[src/rtl/bnt_pkg.sv]
// Package with types, character codes and constants of the brace nesting tracker.
package bnt_pkg;

    localparam int LINE_BITS       = 20;
    localparam int INDEX_BITS      = 16;
    localparam int STACK_DEPTH_DEF = 64;

    localparam logic [7:0] CH_LBRACE = 8'h7B;
    localparam logic [7:0] CH_RBRACE = 8'h7D;
    localparam logic [7:0] CH_SLASH  = 8'h2F;
    localparam logic [7:0] CH_STAR   = 8'h2A;
    localparam logic [7:0] CH_BSLASH = 8'h5C;
    localparam logic [7:0] CH_QUOTE  = 8'h27;
    localparam logic [7:0] CH_DQUOTE = 8'h22;
    localparam logic [7:0] CH_NL     = 8'h0A;

    typedef enum logic [1:0] {
        KIND_LINE  = 2'd0,
        KIND_PAIR  = 2'd1,
        KIND_UNBAL = 2'd2,
        KIND_OVFL  = 2'd3
    } t_kind;

    typedef struct packed {
        logic [7:0] char_code;
        logic       first_of_file;
    } t_in;

    typedef struct packed {
        t_kind                 kind;
        logic [LINE_BITS-1:0]  line_number;
        logic [INDEX_BITS-1:0] brace_index;
        logic [LINE_BITS-1:0]  open_line;
        logic [LINE_BITS-1:0]  close_line;
    } t_out;

    // One stack entry: brace sequence index and its opening line.
    typedef struct packed {
        logic [INDEX_BITS-1:0] index;
        logic [LINE_BITS-1:0]  line;
    } t_entry;

    // Events found by the lexer for the byte at hand.
    typedef struct packed {
        logic newline;
        logic open;
        logic close;
    } t_lex_ev;

    // Shift controls common to every stack cell.
    typedef struct packed {
        logic push;
        logic pop;
    } t_cell_ctl;

endpackage

[src/rtl/bnt_lexer.sv]
// Lexer that tracks comments, literals, escapes and the line counter.
module bnt_lexer (
    input  logic                          i_clk,
    input  logic                          i_rst_n,
    input  logic                          i_accept,
    input  bnt_pkg::t_in                  i_data,
    output bnt_pkg::t_lex_ev              o_ev,
    output logic [bnt_pkg::LINE_BITS-1:0] o_line
);

    typedef struct packed {
        logic blk;
        logic lcom;
        logic chr;
        logic str;
        logic slash;
        logic star;
        logic esc;
    } t_lex_state;

    t_lex_state                    r_st;
    t_lex_state                    n_st;
    t_lex_state                    cur;
    logic [bnt_pkg::LINE_BITS-1:0] r_line;
    logic [bnt_pkg::LINE_BITS-1:0] n_line;
    logic [bnt_pkg::LINE_BITS-1:0] base_line;
    logic [7:0]                    c;
    logic                          done;

    always_comb begin
        c         = i_data.char_code;
        cur       = i_data.first_of_file ? '0 : r_st;
        base_line = i_data.first_of_file ? bnt_pkg::LINE_BITS'(1) : r_line;
        n_st      = cur;
        o_ev      = '0;
        done      = 1'b0;
        n_line    = (c == bnt_pkg::CH_NL && base_line != '1) ?
                    base_line + bnt_pkg::LINE_BITS'(1) : base_line;

        // The byte after a backslash in a literal is skipped.
        if (cur.esc) begin
            n_st.esc = 1'b0;
            done     = 1'b1;
        end
        if (!done && cur.lcom) begin
            if (c != bnt_pkg::CH_NL) begin
                done = 1'b1;
            end else begin
                n_st.lcom = 1'b0;
            end
        end
        if (!done && cur.blk) begin
            n_st.star = 1'b0;
            if (cur.star && c == bnt_pkg::CH_SLASH) begin
                n_st.blk = 1'b0;
            end else if (c == bnt_pkg::CH_STAR) begin
                n_st.star = 1'b1;
            end
            done = 1'b1;
        end
        if (!done && cur.slash) begin
            n_st.slash = 1'b0;
            if (c == bnt_pkg::CH_SLASH) begin
                n_st.lcom = 1'b1;
                done      = 1'b1;
            end else if (c == bnt_pkg::CH_STAR) begin
                n_st.blk = 1'b1;
                done     = 1'b1;
            end
        end
        if (!done && (cur.chr || cur.str)) begin
            if (c == bnt_pkg::CH_BSLASH) begin
                n_st.esc = 1'b1;
            end else begin
                if (c == bnt_pkg::CH_QUOTE && !cur.str) begin
                    n_st.chr = 1'b0;
                end
                if (c == bnt_pkg::CH_DQUOTE && !cur.chr) begin
                    n_st.str = 1'b0;
                end
            end
            done = 1'b1;
        end
        if (!done) begin
            case (c)
                bnt_pkg::CH_SLASH:  n_st.slash = 1'b1;
                bnt_pkg::CH_QUOTE:  n_st.chr = 1'b1;
                bnt_pkg::CH_DQUOTE: n_st.str = 1'b1;
                bnt_pkg::CH_NL:     o_ev.newline = 1'b1;
                bnt_pkg::CH_LBRACE: o_ev.open = 1'b1;
                bnt_pkg::CH_RBRACE: o_ev.close = 1'b1;
                default: ;
            endcase
        end
        o_line = n_line;
    end

    always_ff @(posedge i_clk) begin
        if (!i_rst_n) begin
            r_st   <= '0;
            r_line <= bnt_pkg::LINE_BITS'(1);
        end else if (i_accept) begin
            r_st   <= n_st;
            r_line <= n_line;
        end
    end

endmodule

[src/rtl/bnt_stack_cell.sv]
// One cell of the shifting brace stack; cell zero holds the innermost brace.
module bnt_stack_cell (
    input  logic               i_clk,
    input  bnt_pkg::t_cell_ctl i_ctl,
    input  bnt_pkg::t_entry    i_above,
    input  bnt_pkg::t_entry    i_below,
    output bnt_pkg::t_entry    o_entry
);

    bnt_pkg::t_entry r_entry;

    // A push moves entries one cell deeper, a pop moves them one cell up.
    always_ff @(posedge i_clk) begin
        if (i_ctl.push) begin
            r_entry <= i_above;
        end else if (i_ctl.pop) begin
            r_entry <= i_below;
        end
    end

    assign o_entry = r_entry;

endmodule

[src/rtl/brace_nesting_tracker_core.sv]
// A result is registered into o_valid/o_data, or into the skid register while the output is held.
// Throughput: one byte per cycle when o_stall is low; lexer and stack shift keep pace.
// o_stall rises only when both the output register and the skid register are full.
// Reset (i_rst_n low, synchronous) clears lexer state, counters, stack depth and
// output valid flags; stack cell contents are left as they are and never read empty.
module brace_nesting_tracker_core #(
    parameter int STACK_DEPTH = bnt_pkg::STACK_DEPTH_DEF
) (
    input  logic         i_clk,
    input  logic         i_rst_n,
    input  logic         i_valid,
    output logic         o_stall,
    input  bnt_pkg::t_in i_data,
    output logic         o_valid,
    input  logic         i_stall,
    output bnt_pkg::t_out o_data
);

    // The stack depth counter must hold STACK_DEPTH itself for the full check.
    localparam int SP_W = $clog2(STACK_DEPTH + 1);
    localparam logic [SP_W-1:0] SP_FULL = SP_W'(STACK_DEPTH);
    localparam int BC_W = bnt_pkg::INDEX_BITS + 1;

    logic                           in_accept;
    logic                           out_taken;
    bnt_pkg::t_lex_ev               lex_ev;
    logic [bnt_pkg::LINE_BITS-1:0]  lex_line;

    // Stack depth and count of braces opened so far.
    logic [SP_W-1:0]                r_sp;
    logic [SP_W-1:0]                n_sp;
    logic [SP_W-1:0]                cur_sp;
    logic [BC_W-1:0]                r_bc;
    logic [BC_W-1:0]                n_bc;
    logic [BC_W-1:0]                cur_bc;

    bnt_pkg::t_cell_ctl             cell_ctl;
    bnt_pkg::t_entry                push_entry;
    bnt_pkg::t_entry                w_cell [STACK_DEPTH];

    logic                           res_valid;
    bnt_pkg::t_out                  res;

    // Output register plus one skid register, so a new transaction is taken
    // while a finished result still waits downstream.
    logic                           r_out_valid;
    bnt_pkg::t_out                  r_out;
    logic                           r_skid_valid;
    bnt_pkg::t_out                  r_skid;

    assign o_stall   = r_skid_valid;
    assign in_accept = i_valid && !r_skid_valid;
    assign out_taken = r_out_valid && !i_stall;

    bnt_lexer u_lexer (
        .i_clk    (i_clk),
        .i_rst_n  (i_rst_n),
        .i_accept (in_accept),
        .i_data   (i_data),
        .o_ev     (lex_ev),
        .o_line   (lex_line)
    );

    // The stack is a chain of cells. Cell zero is always the innermost open
    // brace, so every read of the stack looks at a fixed place and every
    // push or pop is one shift of the whole chain.
    for (genvar k = 0; k < STACK_DEPTH; k++) begin : g_cell
        bnt_pkg::t_entry above;
        bnt_pkg::t_entry below;

        if (k == 0) begin : g_first
            assign above = push_entry;
        end else begin : g_mid_above
            assign above = w_cell[k-1];
        end

        if (k == STACK_DEPTH - 1) begin : g_last
            assign below = w_cell[k];
        end else begin : g_mid_below
            assign below = w_cell[k+1];
        end

        bnt_stack_cell u_cell (
            .i_clk   (i_clk),
            .i_ctl   (cell_ctl),
            .i_above (above),
            .i_below (below),
            .o_entry (w_cell[k])
        );
    end

    // Brace handling for the accepted byte. The start-of-file flag makes the
    // counters read as their reset values for this byte.
    always_comb begin
        cur_sp           = i_data.first_of_file ? '0 : r_sp;
        cur_bc           = i_data.first_of_file ? '0 : r_bc;
        n_sp             = cur_sp;
        n_bc             = cur_bc;
        cell_ctl         = '0;
        push_entry.index = cur_bc[bnt_pkg::INDEX_BITS-1:0];
        push_entry.line  = lex_line;
        res_valid        = 1'b0;
        res.kind         = bnt_pkg::KIND_LINE;
        res.line_number  = lex_line;
        res.brace_index  = '0;
        res.open_line    = '0;
        res.close_line   = '0;

        if (lex_ev.newline) begin
            // A newline inside an open brace reports the innermost brace.
            if (cur_sp != '0) begin
                res_valid       = 1'b1;
                res.kind        = bnt_pkg::KIND_LINE;
                res.brace_index = w_cell[0].index;
                res.open_line   = w_cell[0].line;
            end
        end else if (lex_ev.open) begin
            // The top bit of the brace count marks an exhausted index space.
            if (cur_bc[BC_W-1] || cur_sp == SP_FULL) begin
                res_valid = 1'b1;
                res.kind  = bnt_pkg::KIND_OVFL;
            end else begin
                cell_ctl.push = 1'b1;
                n_sp          = cur_sp + SP_W'(1);
                n_bc          = cur_bc + BC_W'(1);
            end
        end else if (lex_ev.close) begin
            res_valid = 1'b1;
            if (cur_sp == '0) begin
                res.kind = bnt_pkg::KIND_UNBAL;
            end else begin
                cell_ctl.pop    = 1'b1;
                n_sp            = cur_sp - SP_W'(1);
                res.kind        = bnt_pkg::KIND_PAIR;
                res.brace_index = w_cell[0].index;
                res.open_line   = w_cell[0].line;
                res.close_line  = lex_line;
            end
        end

        // The stack only shifts for an accepted transaction.
        if (!in_accept) begin
            cell_ctl  = '0;
            res_valid = 1'b0;
        end
    end

    always_ff @(posedge i_clk) begin
        if (!i_rst_n) begin
            r_sp <= '0;
            r_bc <= '0;
        end else if (in_accept) begin
            r_sp <= n_sp;
            r_bc <= n_bc;
        end
    end

    // While the skid register is full nothing is accepted, so it only drains.
    always_ff @(posedge i_clk) begin
        if (!i_rst_n) begin
            r_out_valid  <= 1'b0;
            r_skid_valid <= 1'b0;
        end else if (r_skid_valid) begin
            if (out_taken) begin
                r_skid_valid <= 1'b0;
            end
        end else if (!r_out_valid || out_taken) begin
            r_out_valid <= res_valid;
        end else if (res_valid) begin
            r_skid_valid <= 1'b1;
        end
    end

    always_ff @(posedge i_clk) begin
        if (r_skid_valid) begin
            if (out_taken) begin
                r_out <= r_skid;
            end
        end else if (!r_out_valid || out_taken) begin
            r_out <= res;
        end else if (res_valid) begin
            r_skid <= res;
        end
    end

    assign o_valid = r_out_valid;
    assign o_data  = r_out;

endmodule

[config.mk]
export PLATFORM = sky130hd
export DESIGN_NAME = brace_nesting_tracker_core
export DESIGN_NICKNAME = d
export VERILOG_FILES = /design/src/rtl/bnt_pkg.sv /design/src/rtl/bnt_lexer.sv /design/src/rtl/bnt_stack_cell.sv /design/src/rtl/brace_nesting_tracker_core.sv
export SDC_FILE = /design/constraint.sdc
export NUM_CORES = 2
export LEC_CHECK = 0
export BUFFER_PORTS_ARGS = -buffer_cell sky130_fd_sc_hd__buf_2
export CAP_MARGIN = 20
export CORE_UTILIZATION = 45
export CTS_BUF_LIST = sky130_fd_sc_hd__clkbuf_16
export DETAILED_ROUTE_END_ITERATION = 6
export HOLD_SLACK_MARGIN = 0.05
export SYNTH_ARGS = -nofsm -noshare
export SYNTH_HDL_FRONTEND = slang
export SYNTH_HIERARCHICAL = 1
export SYNTH_SLANG_ARGS = --single-unit
[constraint.sdc]
create_clock -name i_clk -period 16.1 [get_ports i_clk]
set_clock_uncertainty 0.2 [all_clocks]
set_input_delay 3.22 -clock i_clk [delete_from_list [all_inputs] [get_ports i_clk]]
set_output_delay 3.22 -clock i_clk [all_outputs]
set_load 0.01 [all_outputs]
== Word-level counts from Yosys, hierarchy flattened ==
Cells that the tools add are included.
Word-level totals
  bits in registers: 2513
  input bits: 13
  output and inout port bits: 80
  word-level logic and storage cells: 401
Cells by class
  $add $sub $neg: 4
  eq/ne operators: 12
  multiplexer cells: 204
  bitwise gates (word level): 2
  reductions and logical operators: 29
Operators with widths (count)
  36-bit two-way mux: 128
  78-bit two-way mux: 3
  56-bit two-way mux: 3
  17-bit two-way mux: 4
  20-bit two-way mux: 3
  7-bit two-way mux: 7
  1-bit two-way mux: 44
  8-bit by 6-bit equality test with 1-bit output (second input constant): 4
  8-bit by 7-bit equality test with 1-bit output (second input constant): 3
  20-bit by 1-bit adder with 20-bit output (second input constant): 1
  2-bit two-way mux: 10
  20-bit != test (second input constant): 1
  17-bit by 1-bit adder with 17-bit output (second input constant): 1
  1-bit logical AND: 10
  1-bit logical NOT: 9
  8-bit by 4-bit equality test with 1-bit output (second input constant): 1
  8-bit by 4-bit != test with 1-bit output (second input constant): 1
  7-bit by 1-bit adder with 7-bit output (second input constant): 1
  7-bit equality test (second input constant): 1
  7-bit logical NOT: 1
  7-bit nonzero test: 1
  7-bit by 1-bit subtractor with 7-bit output (second input constant): 1
  3-bit two-way mux: 2
  2-bit AND reduction: 2
  5 further kinds: 9

== Logic depth before layout (Yosys ltp) ==
  depth after elaboration: 22
  gate-level depth with buffers: 13
  depth with buffers taken out: 10

== Cells and area by module ==
The synthesis kept the hierarchy.
By module, submodules not included
  bnt_stack_cell: instances 64, cells an instance 77, area an instance 1672.9 um^2, sequential area each 1081.0 um^2
  brace_nesting_tracker_core: instances 1, cells an instance 565, area an instance 7992.7 um^2, sequential area each 5205.0 um^2
  bnt_lexer: instances 1, cells an instance 292, area an instance 2154.6 um^2, sequential area each 540.5 um^2

== Least setup slack after synthesis ==
No wires, ideal clock.
  path type: input to register
  start point: input i_data[5] in the netlist's numbering
  end point: register g_cell[0].u_cell.r_entry, in the netlist g_cell[0].u_cell/o_entry[0], enable pin
  setup time: 0.395 ns
  arrival time: 12.693 ns
  data required time: 15.505 ns
  path slack: 2.813 ns
  stages: 12
  path buffers: 4
  path through: nor3b_1 > a31oi_1 > o31a_1 > clkbuf_1 > nor4_1 > and4b_1 > buf_4 > o211ai_4 > nor3_1 > buf_6 > buf_12 > or2_1
RTL lines
  from (decl): line brace_nesting_tracker_core.sv:13  | input bnt_pkg::t_in i_data,
  to (signal assigned): line bnt_stack_cell.sv:15  | r_entry <= i_above;
  to (signal assigned): line bnt_stack_cell.sv:17  | r_entry <= i_below;
  to (decl): line bnt_stack_cell.sv:10  | bnt_pkg::t_entry r_entry;

==> results by group <==
Outcome
  – Status: complete, no violations

Synth
  – Synth top area share: a little over three fifths
  – Netlist cell types: 82
  – Synth top area cells: edfxtp_1 (63%), mux2_4 (24%), mux2_2 (5.1%), buf_12 (3.3%), dfxtp_1 (0.91%)
  – Post-synth EDFFs: between 2,000 and 2,500
  – Synthesized instance count: slightly below 6,000
  – Ys flop type: edfxtp_1
  – Synthesized cell area: 117,200 µm²
  – Avg Inst Size Synth: 20.26 µm²
  – Syn Nets: 5,803
  – Async SR Flop Fraction: 0%
  – YS warnings: 6
  – Synth area leader: edfxtp_1
  – Sequential share of the synthesized area: 63.93%
  – Yosys reg bits: 2,513

Worst hold path
  – End of the worst hold path: r_bc[1]
  – Hold Path Class: reg2reg
  – Worst hold path depth: 2
  – Worst Hold Launch: r_bc[1]

Clock network
  – H-tree depth: 5
  – Worst-skew pair later-pin latency: 0.90 ns
  – CTS-repair resized insts: 0
  – Hold buffer count at cts: 0
  – CTS tree: built
  – Clock buffer count from CTS: 280
  – Clock Pin Slew Worst Setup and Hold Paths: approximately 0.060 ns
  – Clk sinks: ~2,500
  – Setup Fix Bufs, Post-CTS: 0
  – Clock Tree Buf Depth: 4
  – Root Driver: clkbuf_16

Place
  – GP Congestion: 0.7614
  – Port Buffers: 92
  – HPWL Detailed: approximately 140,000 µm

Floorplan
  – I/O pin count: 93
  – Placement Rows: 187
  – Die area: 262,500 µm²
  – Placeable Area: 259,200 µm²
  – DIE WIDTH: 512.4 µm
  – DIE HEIGHT: 512.4 µm
  – Initial Utilization: 45.21%

Global routing
  – Gr ovfl total: 0
  – Gr usage total: 16.30%
  – Largest net degree at the start of global routing: 157
  – Initial antenna violation count: 1
  – Vias in the first global route: 54,600
  – First-pass GRT wire length: 338,100 µm

Critical path
  – Crit. End Element: flip-flop
  – RR Endpoint: g_cell[36].u_cell/o_entry[8]
  – Worst R2R Path Depth: 11
  – CP Max Fanout: 148
  – Critical path data arrival time: 9.49 ns
  – Worst r2r src: u_lexer/r_st[5]
  – Crit Path Category: in2reg
  – Startpoint type of the worst setup path: primary input
  – CP required: 16.51 ns
  – Register-to-register setup slack: 10.03 ns

Power
  – Total power: 13,090 µW
  – Static leakage: 0.04426 µW
  – Pwr per Cell Area: between 100 and 150 nW/µm²
  – Maximum VDD drop: 0.1097 mV

Timing
  – Worst Tran Pin Value: 1.293 ns
  – Final Hold Viols: 0
  – Final setup viols: 0
  – Unrepaired setup endpoints after global routing: false
  – Period utilization: 56.41%
  – Max Slew Vio Count: 0
  – Min cycle time layout: approximately 9 ns
  – Setup tns final: 0 ns
  – Relative slew slack: 13.82%
  – Maximum clock frequency: 110.1 MHz

Route
  – # DRC: 0
  – Routed WL: 216,900 µm
  – Drt first pass iters: 5
  – Vias post-DR: 50,480
  – DR iter-0 viols: 3,960
  – Via density: 5.284
  – Routed WL per cell: 22.71 µm
  – Post-route ant nets: 0

Final layout
  – Layout area overhead: 7.977%
  – Nets: between 5,000 and 6,000
  – Footprint of the multi-input gates: between 30,000 and 40,000 µm²
  – Fillers: 21,190
  – Fraction of layout cells with a size suffix above 1: 48.33%
  – FF+latch area: ~75,000 µm²

Flow run
  – Max-cap violations: 0
==> cell type report <==
cell class / count / share of cell area (%)
clock buffer: 289 / 5.714
multi-input combinational: 2950 / 29.61
timing repair buffer: 196 / 1.129
clock inverter: 185 / 0.9174
tap: 3402 / 3.363
sequential: 2513 / 59.21
antenna: 1 / 0.001977
inverter: 18 / 0.05339
==> through the flow <==
stage	hold slack, ns	cell area (µm²)	utilization, %	std cells	setup WS, ns
3_5_place_dp	0.2698	118100	45.57	9078	6.232
4_1_cts	0.2782	126500	48.81	9552	7.171
2_1_floorplan	0.2404	117200	-	5785	2.813
5_1_grt	0.2967	126600	48.82	9554	6.590
6_report	0.2794	126600	48.82	9554	7.019
3_3_place_gp	0.2520	118100	45.56	9076	6.255
==> placed cells by master (no fill, tap or decap), types with 12 or more instances in the layout <==
| cell type | Yosys | final |
|---|---|---|
| clkinv_2 | 0 | 54 |
| clkinv_1 | 2 | 59 |
| dfxtp_1 | 53 | 52 |
| nand2_1 | 79 | 79 |
| mux2_4 | 1856 | 1856 |
| buf_12 | 192 | 12 |
| nand4_1 | 19 | 19 |
| edfxtp_1 | 2460 | 2460 |
| mux2_2 | 527 | 527 |
| xnor2_1 | 17 | 17 |
| bufinv_16 | 0 | 14 |
| or2_1 | 64 | 64 |
| buf_4 | 1 | 89 |
| clkbuf_16 | 0 | 289 |
| and2_1 | 70 | 70 |
| a21oi_1 | 21 | 21 |
| nor2_1 | 38 | 37 |
| nand3_1 | 28 | 28 |
| o21ai_0 | 19 | 19 |
| buf_2 | 5 | 93 |
| inv_1 | 16 | 69 |
| nor2b_1 | 33 | 33 |
==> sequential cells by signal, indices dropped and copies added (netlist names) <==
name	count
g_cell.u_cell/o_entry	2304
r_sp	7
u_lexer/r_line	20
o_stall	1
o_valid	1
o_data	78
u_lexer/r_st	7
r_skid	78
r_bc	17
==> power by group <==
part	internal, µW	switching [µW]	total [µW]
Sequential	7080	5.46	7090
Combinational	24.1	31.4	55.4
Clock	3450	2500	5950
Total	10600	2540	13100
==> critical path: stages <==
cell and delay, ns:
buf_2 0.08, buf_4 0.56, inv_1 0.46, o31a_1 0.32, nor4_1 0.36, and4b_1 0.50
o211ai_4 0.23, nor3_2 0.48, buf_4 0.87, buf_12 0.56, buf_4 0.88, mux2_4 0.35
==> routing by layer <==
metal / global-route usage (%) / share of wire (%) / wire, µm / vias up
li1: - / - / - / 22990
met1: 23.13 / 46 / 100800 / 26290
met2: 26.27 / 48 / 104200 / 862
met3: 2.278 / 3.4 / 7278 / 342
met4: 4.209 / 2.2 / 4718 / 0
met5: 0 / 0 / 0 / -
==> cells in the mapped netlist, drive strengths merged (12+ instances only) <==
library cell / instances
edfxtp: 2460
mux2: 2383
buf: 266
nand2: 80
and2: 70
or2: 64
dfxtp: 53
nor2: 39
clkbuf: 38
nor2b: 33
nand3: 29
a21oi: 22
nand4: 22
o21ai: 20
xnor2: 17
inv: 16
nor3: 12
==> cells by family (layout without fill, tap and decap cells) <==
kind of cell / after synthesis / in the layout / share of synthesized area (%)
xor+xnor: 23 / 23 / 0.1719
flops: 2513 / 2513 / 63.93
other cells: 0 / 1 / 0
compound gates: 110 / 110 / 0.6832
simple gates: 419 / 419 / 2.103
fa+ha+maj: 5 / 5 / 0.05337
mux: 2393 / 2393 / 28.92
buf+inv: 322 / 688 / 4.135
==> worst max-delay path by stage <==
stage | end | cells past startpoint | from | slack [ns]
after floorplan | g_cell[0].u_cell/o_entry[0] | 12 | i_data[5] | 2.81
after global placement | g_cell[32].u_cell/o_entry[3] | 12 | i_data[0] | 6.25
after detailed placement | g_cell[34].u_cell/o_entry[23] | 12 | i_data[0] | 6.23
after CTS | g_cell[37].u_cell/o_entry[12] | 12 | i_data[0] | 7.17
after global routing | g_cell[37].u_cell/o_entry[4] | 12 | i_data[0] | 6.59
final | g_cell[36].u_cell/o_entry[8] | 12 | i_data[0] | 7.02
No activity file was read; power rests on OpenSTA's default activity.
